**src/cfrr_pkg.sv**
```systemverilog
package cfrr_pkg;

    // sizes
    localparam int TABLE_ENTRIES_DEF = 64;
    localparam int LINKS             = 2;
    localparam int LINK_W            = 1;
    localparam int LANES             = 8;
    localparam int LANE_W            = 3;
    localparam int HDR_BYTES         = 6;
    localparam int IDX_W             = 6;

    // frame delimiters and command bytes
    localparam logic [7:0] SOF_CMD     = 8'h02;
    localparam logic [7:0] SOF_META    = 8'h04;
    localparam logic [7:0] CMD_CRED    = 8'hF9;
    localparam logic [7:0] CMD_STATUS  = 8'hF0;
    localparam logic [7:0] CMD_RLY_ON  = 8'h52;
    localparam logic [7:0] CMD_RLY_OFF = 8'h53;
    localparam logic [7:0] CMD_IGN_LO  = 8'h54;
    localparam logic [7:0] CMD_IGN_HI  = 8'h56;
    localparam logic [7:0] META_PING   = 8'h03;

    // connect status ranges, two code groups of five
    localparam logic [7:0] CS_BASE_A = 8'h0A;
    localparam logic [7:0] CS_BASE_B = 8'h14;
    localparam logic [7:0] CS_SPAN   = 8'd5;

    // parser phases
    localparam logic [2:0] PH_IDLE  = 3'd0;
    localparam logic [2:0] PH_CLEN  = 3'd1;
    localparam logic [2:0] PH_CBODY = 3'd2;
    localparam logic [2:0] PH_MLEN  = 3'd3;
    localparam logic [2:0] PH_MBODY = 3'd4;

    // status codes
    localparam logic [2:0] ST_VALID = 3'd0;
    localparam logic [2:0] ST_OTHER = 3'd5;

    typedef enum logic [3:0] {
        EV_ON        = 4'd0,
        EV_OFF       = 4'd1,
        EV_UNMATCHED = 4'd2,
        EV_CRED      = 4'd3,
        EV_STATUS    = 4'd4,
        EV_PING      = 4'd5,
        EV_IGNORED   = 4'd6,
        EV_UNKNOWN   = 4'd7,
        EV_META      = 4'd8
    } t_event_kind;

    typedef struct packed {
        logic [2:0]  phase;
        logic [7:0]  len;
        logic [8:0]  cnt;
        logic [47:0] hdr;
    } t_prs;

    typedef struct packed {
        logic [7:0]  relay;
        logic [7:0]  surface;
        logic [15:0] device;
        logic [7:0]  engine;
    } t_entry;

    typedef struct packed {
        logic             en;
        logic [IDX_W-1:0] idx;
        logic             valid;
        t_entry           ent;
    } t_tbl_wr;

    typedef struct packed {
        logic   start;
        t_entry key;
    } t_srch_req;

    typedef struct packed {
        logic             done;
        logic             hit;
        logic [IDX_W-1:0] line;
    } t_srch_rsp;

    typedef struct packed {
        t_event_kind      kind;
        logic             link;
        logic [IDX_W-1:0] line;
        logic [2:0]       status;
        logic [7:0]       cmd;
    } t_result;

    // connect status byte to status code
    function automatic logic [2:0] map_status(input logic [7:0] code);
        logic [7:0] da;
        logic [7:0] db;
        da = code - CS_BASE_A;
        db = code - CS_BASE_B;
        if (code >= CS_BASE_A && da < CS_SPAN)
            map_status = da[2:0];
        else if (code >= CS_BASE_B && db < CS_SPAN)
            map_status = db[2:0];
        else
            map_status = ST_OTHER;
    endfunction

endpackage

```
**src/cfrr_relay_search.sv**
```systemverilog
module cfrr_relay_search
    import cfrr_pkg::*;
#(
    parameter int TABLE_ENTRIES = TABLE_ENTRIES_DEF
) (
    input  logic      i_clk,
    input  logic      i_rst_n,
    input  t_tbl_wr   i_wr,
    input  t_srch_req i_req,
    output t_srch_rsp o_rsp
);

    localparam int ROWS  = (TABLE_ENTRIES + LANES - 1) / LANES;
    localparam int ROW_W = (ROWS > 1) ? $clog2(ROWS) : 1;
    localparam int VLD_W = ROW_W + LANE_W;
    localparam int VLD_N = (1 << ROW_W) * LANES;
    localparam logic [ROW_W-1:0] LAST_ROW = ROW_W'(ROWS - 1);

    // table rows of eight entries, valid bits in flops
    t_entry [LANES-1:0] mem [ROWS];
    logic [VLD_N-1:0]   r_vld;

    t_entry [LANES-1:0] r_q;
    t_entry             r_key;
    logic [ROW_W-1:0]   r_row;
    logic               r_busy;

    logic               wr_ok;
    logic [ROW_W-1:0]   wr_row;
    logic [LANE_W-1:0]  wr_lane;
    logic [VLD_W-1:0]   wr_vidx;
    logic [ROW_W-1:0]   rd_row;
    logic               hit;
    logic [LANE_W-1:0]  hit_lane;
    logic [VLD_W-1:0]   hit_idx;
    logic               last;

    // write address split into row and lane
    assign wr_ok   = i_wr.en && (32'(i_wr.idx) < TABLE_ENTRIES);
    assign wr_row  = ROW_W'(32'(i_wr.idx) >> LANE_W);
    assign wr_lane = i_wr.idx[LANE_W-1:0];
    assign wr_vidx = {wr_row, wr_lane};

    // table write port
    always_ff @(posedge i_clk) begin
        if (wr_ok) begin
            mem[wr_row][wr_lane] <= i_wr.ent;
        end
    end

    always_ff @(posedge i_clk) begin
        if (!i_rst_n) begin
            r_vld <= '0;
        end else if (wr_ok) begin
            r_vld[wr_vidx] <= i_wr.valid;
        end
    end

    // row read, one row a cycle during a scan
    assign last   = (r_row == LAST_ROW);
    assign rd_row = (r_busy && !last) ? r_row + 1'b1 : '0;

    always_ff @(posedge i_clk) begin
        r_q <= mem[rd_row];
    end

    // lowest matching lane of the current row
    always_comb begin
        hit      = 1'b0;
        hit_lane = '0;
        for (int k = LANES - 1; k >= 0; k--) begin
            if (r_vld[{r_row, LANE_W'(k)}] && (r_q[k] == r_key)) begin
                hit      = 1'b1;
                hit_lane = LANE_W'(k);
            end
        end
    end

    assign hit_idx    = {r_row, hit_lane};
    assign o_rsp.done = r_busy && (hit || last);
    assign o_rsp.hit  = hit;
    assign o_rsp.line = IDX_W'(32'(hit_idx));

    // scan control
    always_ff @(posedge i_clk) begin
        if (!i_rst_n) begin
            r_busy <= 1'b0;
            r_row  <= '0;
        end else if (i_req.start) begin
            r_busy <= 1'b1;
            r_row  <= '0;
        end else if (r_busy) begin
            if (hit || last) begin
                r_busy <= 1'b0;
            end else begin
                r_row <= r_row + 1'b1;
            end
        end
    end

    always_ff @(posedge i_clk) begin
        if (i_req.start) begin
            r_key <= i_req.key;
        end
    end

endmodule

```
**src/console_frame_receiver_relay_match_core.sv**
```systemverilog
// channel   dir  tdata (low bit up)                               tuser
// s_axis    in   rx_byte, entry_index, entry_valid, engine_number, opcode, link
//                device_number, surface_number, relay_number
// m_axis    out  line_index, status_code, command_code            event_kind, event_link
//
// a byte that does not end a frame passes S_IDLE and S_EXEC, one that ends a
// non-relay frame also S_EMIT; a relay on/off frame adds S_SCAN, a table scan
// of one 8-entry row per cycle, ending at the first hit or the last row
// table writes are registered; per-link parser state sits in a small memory
// synchronous active-low reset clears parser and table valid bits at once
// a stalled result beat is held in the output register; the next beat is
// taken meanwhile and only waits if it too ends a frame
module console_frame_receiver_relay_match_core
    import cfrr_pkg::*;
#(
    parameter int TABLE_ENTRIES = TABLE_ENTRIES_DEF
) (
    input  logic        i_clk,
    input  logic        i_rst_n,
    input  logic        s_axis_tvalid,
    output logic        s_axis_tready,
    // rx_byte[7:0], entry_index[13:8], entry_valid[14], engine_number[22:15],
    // device_number[38:23], surface_number[46:39], relay_number[54:47]
    input  logic [55:0] s_axis_tdata,
    // opcode[0], link[1]
    input  logic [1:0]  s_axis_tuser,
    output logic        m_axis_tvalid,
    input  logic        m_axis_tready,
    // line_index[5:0], status_code[8:6], command_code[16:9]
    output logic [23:0] m_axis_tdata,
    // event_kind[3:0], event_link[4]
    output logic [4:0]  m_axis_tuser
);

    typedef enum logic [3:0] {
        S_IDLE = 4'b0001,
        S_EXEC = 4'b0010,
        S_SCAN = 4'b0100,
        S_EMIT = 4'b1000
    } t_state;

    t_state r_state;
    t_state n_state;

    // input fields
    logic              in_opcode;
    logic [LINK_W-1:0] in_link;
    logic [7:0]        in_byte;
    logic              s_acc;

    assign in_opcode = s_axis_tuser[0];
    assign in_link   = s_axis_tuser[1];
    assign in_byte   = s_axis_tdata[7:0];
    assign s_acc     = s_axis_tvalid && s_axis_tready;
    assign s_axis_tready = (r_state == S_IDLE);

    // table write from the input beat
    t_tbl_wr   tbl_wr;
    t_srch_req srch_req;
    t_srch_rsp srch_rsp;

    assign tbl_wr.en          = s_acc && in_opcode;
    assign tbl_wr.idx         = s_axis_tdata[13:8];
    assign tbl_wr.valid       = s_axis_tdata[14];
    assign tbl_wr.ent.engine  = s_axis_tdata[22:15];
    assign tbl_wr.ent.device  = s_axis_tdata[38:23];
    assign tbl_wr.ent.surface = s_axis_tdata[46:39];
    assign tbl_wr.ent.relay   = s_axis_tdata[54:47];

    cfrr_relay_search #(
        .TABLE_ENTRIES(TABLE_ENTRIES)
    ) u_search (
        .i_clk  (i_clk),
        .i_rst_n(i_rst_n),
        .i_wr   (tbl_wr),
        .i_req  (srch_req),
        .o_rsp  (srch_rsp)
    );

    // per-link parser state memory, entry valid bits stand for reset
    t_prs              prs_mem [LINKS];
    logic [LINKS-1:0]  r_prs_vld;
    t_prs              r_prs_q;
    logic              r_prs_q_vld;
    logic [LINK_W-1:0] r_link;
    logic [7:0]        r_byte;
    logic              byte_go;

    assign byte_go = s_acc && !in_opcode && (32'(in_link) < LINKS);

    always_ff @(posedge i_clk) begin
        if (byte_go) begin
            r_prs_q     <= prs_mem[in_link];
            r_prs_q_vld <= r_prs_vld[in_link];
            r_link      <= in_link;
            r_byte      <= in_byte;
        end
    end

    // parser step on the fetched state
    t_prs       cur;
    t_prs       nxt;
    logic       fin;
    logic       meta;
    logic [8:0] cnt_inc;

    assign cur     = r_prs_q_vld ? r_prs_q : '0;
    assign cnt_inc = cur.cnt + 9'd1;

    always_comb begin
        nxt  = cur;
        fin  = 1'b0;
        meta = 1'b0;
        unique case (cur.phase)
            PH_CLEN, PH_MLEN: begin
                meta    = (cur.phase == PH_MLEN);
                nxt.len = r_byte;
                nxt.cnt = '0;
                nxt.hdr = '0;
                if (r_byte == 8'd0) begin
                    fin       = 1'b1;
                    nxt.phase = PH_IDLE;
                end else begin
                    nxt.phase = meta ? PH_MBODY : PH_CBODY;
                end
            end
            PH_CBODY, PH_MBODY: begin
                meta = (cur.phase == PH_MBODY);
                for (int k = 0; k < HDR_BYTES; k++) begin
                    if (cur.cnt == 9'(k)) begin
                        nxt.hdr[k*8 +: 8] = r_byte;
                    end
                end
                nxt.cnt = cnt_inc;
                if (cnt_inc >= {1'b0, cur.len}) begin
                    fin       = 1'b1;
                    nxt.phase = PH_IDLE;
                end
            end
            default: begin
                if (r_byte == SOF_CMD)
                    nxt.phase = PH_CLEN;
                else if (r_byte == SOF_META)
                    nxt.phase = PH_MLEN;
                else
                    nxt.phase = PH_IDLE;
            end
        endcase
    end

    // write back the parser state
    always_ff @(posedge i_clk) begin
        if (r_state == S_EXEC) begin
            prs_mem[r_link] <= nxt;
        end
    end

    always_ff @(posedge i_clk) begin
        if (!i_rst_n) begin
            r_prs_vld <= '0;
        end else if (r_state == S_EXEC) begin
            r_prs_vld[r_link] <= 1'b1;
        end
    end

    // classify the finished frame
    logic [7:0]  h0;
    t_event_kind cls_kind;
    logic [2:0]  cls_status;
    logic        is_relay;

    assign h0 = nxt.hdr[7:0];

    always_comb begin
        cls_status = ST_VALID;
        is_relay   = 1'b0;
        if (meta) begin
            cls_kind = (h0 == META_PING) ? EV_PING : EV_META;
        end else if (h0 == CMD_CRED) begin
            cls_kind = EV_CRED;
        end else if (h0 == CMD_STATUS) begin
            cls_kind   = EV_STATUS;
            cls_status = map_status(nxt.hdr[15:8]);
        end else if (h0 == CMD_RLY_ON || h0 == CMD_RLY_OFF) begin
            cls_kind = EV_UNMATCHED;
            is_relay = 1'b1;
        end else if (h0 >= CMD_IGN_LO && h0 <= CMD_IGN_HI) begin
            cls_kind = EV_IGNORED;
        end else begin
            cls_kind = EV_UNKNOWN;
        end
    end

    // search key from header bytes 1 to 5
    assign srch_req.start       = (r_state == S_EXEC) && fin && is_relay;
    assign srch_req.key.engine  = nxt.hdr[15:8];
    assign srch_req.key.device  = {nxt.hdr[23:16], nxt.hdr[31:24]};
    assign srch_req.key.surface = nxt.hdr[39:32];
    assign srch_req.key.relay   = nxt.hdr[47:40];

    // result staging
    t_result r_res;
    logic    out_free;

    assign out_free = !m_axis_tvalid || m_axis_tready;

    always_ff @(posedge i_clk) begin
        if (r_state == S_EXEC && fin) begin
            r_res.kind   <= cls_kind;
            r_res.link   <= r_link;
            r_res.line   <= '0;
            r_res.status <= cls_status;
            r_res.cmd    <= h0;
        end else if (r_state == S_SCAN && srch_rsp.done && srch_rsp.hit) begin
            r_res.kind <= (r_res.cmd == CMD_RLY_ON) ? EV_ON : EV_OFF;
            r_res.line <= srch_rsp.line;
        end
    end

    // sequencer
    always_comb begin
        n_state = r_state;
        unique case (r_state)
            S_IDLE: begin
                if (byte_go) n_state = S_EXEC;
            end
            S_EXEC: begin
                if (!fin)
                    n_state = S_IDLE;
                else if (is_relay)
                    n_state = S_SCAN;
                else
                    n_state = S_EMIT;
            end
            S_SCAN: begin
                if (srch_rsp.done) n_state = S_EMIT;
            end
            S_EMIT: begin
                if (out_free) n_state = S_IDLE;
            end
            default: n_state = S_IDLE;
        endcase
    end

    always_ff @(posedge i_clk) begin
        if (!i_rst_n) begin
            r_state <= S_IDLE;
        end else begin
            r_state <= n_state;
        end
    end

    // output register
    always_ff @(posedge i_clk) begin
        if (!i_rst_n) begin
            m_axis_tvalid <= 1'b0;
        end else if (r_state == S_EMIT && out_free) begin
            m_axis_tvalid <= 1'b1;
        end else if (m_axis_tready) begin
            m_axis_tvalid <= 1'b0;
        end
    end

    always_ff @(posedge i_clk) begin
        if (r_state == S_EMIT && out_free) begin
            m_axis_tdata <= {7'd0, r_res.cmd, r_res.status, r_res.line};
            m_axis_tuser <= {r_res.link, r_res.kind};
        end
    end

endmodule
```
**config.mk**
```make
export PLATFORM = sky130hd
export DESIGN_NAME = console_frame_receiver_relay_match_core
export DESIGN_NICKNAME = d
export VERILOG_FILES = /design/src/cfrr_pkg.sv /design/src/cfrr_relay_search.sv /design/src/console_frame_receiver_relay_match_core.sv
export SDC_FILE = /design/constraint.sdc
export NUM_CORES = 2
export LEC_CHECK = 0
export BUFFER_PORTS_ARGS = -buffer_cell sky130_fd_sc_hd__buf_2
export CORE_ASPECT_RATIO = 0.5
export CORE_UTILIZATION = 56
export CTS_BUF_LIST = sky130_fd_sc_hd__clkbuf_4 sky130_fd_sc_hd__clkbuf_8 sky130_fd_sc_hd__clkbuf_16
export DETAILED_ROUTE_END_ITERATION = 10
export PLACE_DENSITY = 0.76
export SETUP_SLACK_MARGIN = 0.5
export SYNTH_ARGS = -nofsm -noshare
export SYNTH_HDL_FRONTEND = slang
export SYNTH_SLANG_ARGS = --single-unit
```
**constraint.sdc**
```tcl
create_clock -name i_clk -period 5 [get_ports i_clk]
set_input_delay 0.25 -clock i_clk [delete_from_list [all_inputs] [get_ports i_clk]]
set_output_delay 0.25 -clock i_clk [all_outputs]
set_load 0.005 [all_outputs]
```
==> results.yml <==
outcome:
  status: "complete, no violations"
sta:
  max-slew-margin-rel_pct: 6.34
  final_max_slew_viol_count: 0
  fmax_mhz: 228
  tightest_slew_ns: 1.40
  finalHoldViolations: 0
  period_needed_ns: 4.39
  tns_ns: 0
  setup_viol: 0
  finalWorstSetupSlack_ns: 0.607
  clock_skew_ns: 0.0614
  rsz0062_at_grt: "false"
  period_share_pct: 87.9
pwr:
  ir_worst_vdd_uv: 274
  net-switching-power_mw: 10.4
  seq_power_share_pct: 56.5
  intPower_mw: 42.0
  p_per_area_nw_per_um2: 389
  combPwrFrac_pct: 1.5
  switching_share_pct: 19.8
  power.leakage_nw: 42.9
  clkPwrFrac_pct: 42.0
clock_network:
  clock-sinks: 3253
  cts.clk_slew.worst_paths_ns: 0.07
  htree_levels: 5
  clk_latency_ns: 0.85
  numCtsBuffers: 278
  postCtsSetupBuffers: 0
  cts_buffer_depth: 4
  cts_root_buffer: "clkbuf_16"
  tritoncts: "done"
floorplan:
  die_w_um: 656
  coreArea_um2: 212000
  num_rows: 119
  die_y_um: 329
  start_util_pct: 56.6
  fp.dieArea_um2: 216000
  ios: 93
synth:
  synthMuxAreaShare_pct: 7.04
  yosys_warnings: 0
  yosysUniqueCellTypes: 73
  syn_inst: 6533
  synth_compound_area_share_pct: 7.53
  async_reset_ff_share_pct: 0
  synthXorXnorAreaFrac_pct: 2.42
  synth.cell_area_um2: 120000
  ys_seq_area_share_pct: 78.2
  synth_top_family_by_area: "compound AO/OA/AOI/OAI gates"
  yosys.area_share.simple_pct: 3.12
  synth_fa_ha_area_share_pct: 0.115
  synth_seq_cells: 3253
  syn_avg_cell_area_um2: 18.3
  ys.flop_type: "edfxtp_1"
  synth_edf_count: 2852
global_routing:
  antenna_found_initial: 16
  grtUsageMet2_pct: 44.6
  busiest_layer: "met2"
  grtUsageMet3_pct: 7.39
  grt_pass1_wl_um: 447000
  overflow: 0
  grt_max_degree: 116
  grt_pass1_vias: 64700
  gr-usage-met1_pct: 39.2
  grt_use_total_pct: 28.7
critical_path:
  cp_top_family: "simple AND/OR/NAND/NOR gates"
  reg2reg_slack_ns: 0.61
  path_cells: "buf_4 -> xor2_1 -> nor4_1 -> nand4_1 -> a2111oi_1 -> buf_4 -> nor2b_1 -> nand3_1 -> nand2_1 -> nand2_1"
  path_max_fanout: 7
  path_buf_inv: 2
  crit_path_end_kind: "flop"
  startpoint: "u_search.r_key[33]"
  endpoint: "r_res[19]"
  crit_cells: 10
  slowest_stage: "edfxtp_1"
  crit_path_start_kind: "flop"
  required_ns: 5.55
  slowest_delay_ns: 1.23
  crit_type: "reg2reg"
  reg2reg_from: "u_search.r_key[33]"
  worstRegToRegCells: 10
  crit_arrival_ns: 4.94
  r2r_end: "r_res[19]"
layout:
  final_cell_mix: "edfxtp_1 (2,852), o221ai_1 (641), dfxtp_1 (401), nor2_1 (362), mux4_2 (336)"
  layout.cells.most_common: "edfxtp_1"
  design_area_um2: 135000
  nNetsFinal: 6824
  drive_gt1_share_pct: 19.7
  syn_to_final_growth_pct: 12.5
  n_fill_cell: 13600
  finish.utilization_pct: 63.7
detailed_routing:
  post_drt_wl_per_cell_um: 32.1
  drc_errors: 0
  drt-vias-per-instance: 6.80
  ant_nets: 0
  routed_wl_um: 315000
  drt_first_pass_iters: 8
  vias: 66800
  drt_iter0_drc: 10600
place:
  port_buffers: 84
  post-dp-hpwl_um: 166000
  place_congestion: 0.883
  place_ws_ns: 0.539
  placed_area_um2: 125000
min_path:
  hold_path_class: "in2reg"
flow_run:
  drv_cap: 0
cell families (layout without fill, tap and decap cells):
| family | after synthesis | after routing |
|---|---|---|
| buffers and inverters | 489 | 922 |
| AOI/OAI and AO/OA | 1192 | 1192 |
| DFF | 3253 | 3253 |
| muxes | 413 | 413 |
| adders and majority gates | 11 | 11 |
| and+or+nand+nor | 843 | 843 |
| xor gates and xnor gates | 331 | 331 |
| other | 1 | 19 |
through the flow:
stage	hold WS (ns)	power, mW	cells
6_report	0.0506	52.4	9827
5_1_grt	0.105	53.5	9817
2_1_floorplan	0.326	30.4	6539
4_1_cts	0.00410	52.5	9815
3_3_place_gp	0.401	30.9	9301
3_5_place_dp	0.409	31.0	9301
registers in the layout, indices dropped and copies added, names as in the netlist, 5 cells and up:
signal / count
r_byte: 8
m_axis_tdata: 17
m_axis_tuser: 5
r_prs_q: 68
u_search.r_vld: 64
r_res: 22
u_search.r_key: 40
u_search.r_q: 320
u_search.mem: 2560
prs_mem: 136
cell type report:
class / count / area, um2 / share of cell area (%)
repair buffers: 403 / 3400 / 2.52
inverters: 18 / 75.1 / 0.0557
clock buffers: 391 / 8160 / 6.05
flip-flops and latches: 3253 / 93700 / 69.5
diodes: 12 / 30.0 / 0.0223
multi-input cells: 2797 / 24800 / 18.4
clock inverters: 110 / 1080 / 0.801
well taps: 2843 / 3560 / 2.64
metal layers:
metal	part of all wire [%]	wire [um]
met4	4.4	13800
met5	0.010	33
met1	36	115000
met3	13	41700
met2	46	145000
Yosys cell counts (all sizes together), types with 11 or more instances:
| cell type | n | area share [%] |
|---|---|---|
| edfxtp | 2852 | 72 |
| o221ai | 641 | 4.7 |
| nor2 | 428 | 1.3 |
| dfxtp | 401 | 6.7 |
| clkbuf | 394 | 1.2 |
| mux4 | 336 | 6.3 |
| a31oi | 326 | 1.7 |
| nand2 | 199 | 0.62 |
| xnor2 | 168 | 1.2 |
| xor2 | 163 | 1.2 |
| o21ai | 96 | 0.40 |
| buf | 77 | 0.28 |
| a21oi | 76 | 0.32 |
| mux2 | 70 | 0.66 |
| nand4 | 56 | 0.29 |
| nor4 | 55 | 0.29 |
| nand3 | 27 | 0.11 |
| inv | 18 | 0.056 |
| nor3 | 17 | 0.085 |
| a22o | 13 | 0.096 |
| ha | 11 | 0.11 |
power by group through the flow:
| stage | clock, mW | sequential [mW] | combinational, mW |
|---|---|---|---|
| final | 22.0 | 29.6 | 0.807 |
| after global routing | 23.1 | 29.6 | 0.830 |
| after floorplan | 0 | 30.2 | 0.186 |
| after detailed placement | 0 | 30.2 | 0.775 |
| after CTS | 22.1 | 29.6 | 0.788 |
| after global placement | 0 | 30.2 | 0.750 |
worst reg2reg max path, cell delays in order (launching register included):
cell and delay [ns]:
edfxtp_1 1.23, buf_4 0.36, xor2_1 0.10, nor4_1 0.26
nand4_1 0.36, a2111oi_1 0.69, buf_4 0.27, nor2b_1 0.12
nand3_1 0.12, nand2_1 0.27, nand2_1 0.31
worst min path at each step:
stage,startpoint,end,slack [ns],depth (start not counted)
after floorplan,i_rst_n,r_state[0],0.33,1
after global placement,r_res[21],m_axis_tuser[3],0.40,0
after detailed placement,r_res[20],m_axis_tuser[2],0.41,0
after CTS,s_axis_tdata[11],u_search.r_vld[61],0.004,4
after global routing,s_axis_tdata[11],u_search.mem[7][208],0.10,3
final,s_axis_tdata[11],u_search.r_vld[61],0.05,4
repair_timing:
item / in CTS / in global routing
resized for setup: 1 / 0
hold buffers: 13 / 0
endpoints found under the setup margin: 4 / 0
endpoints found under the hold margin: 17 / 0
Power figures use the tool's default switching activity.
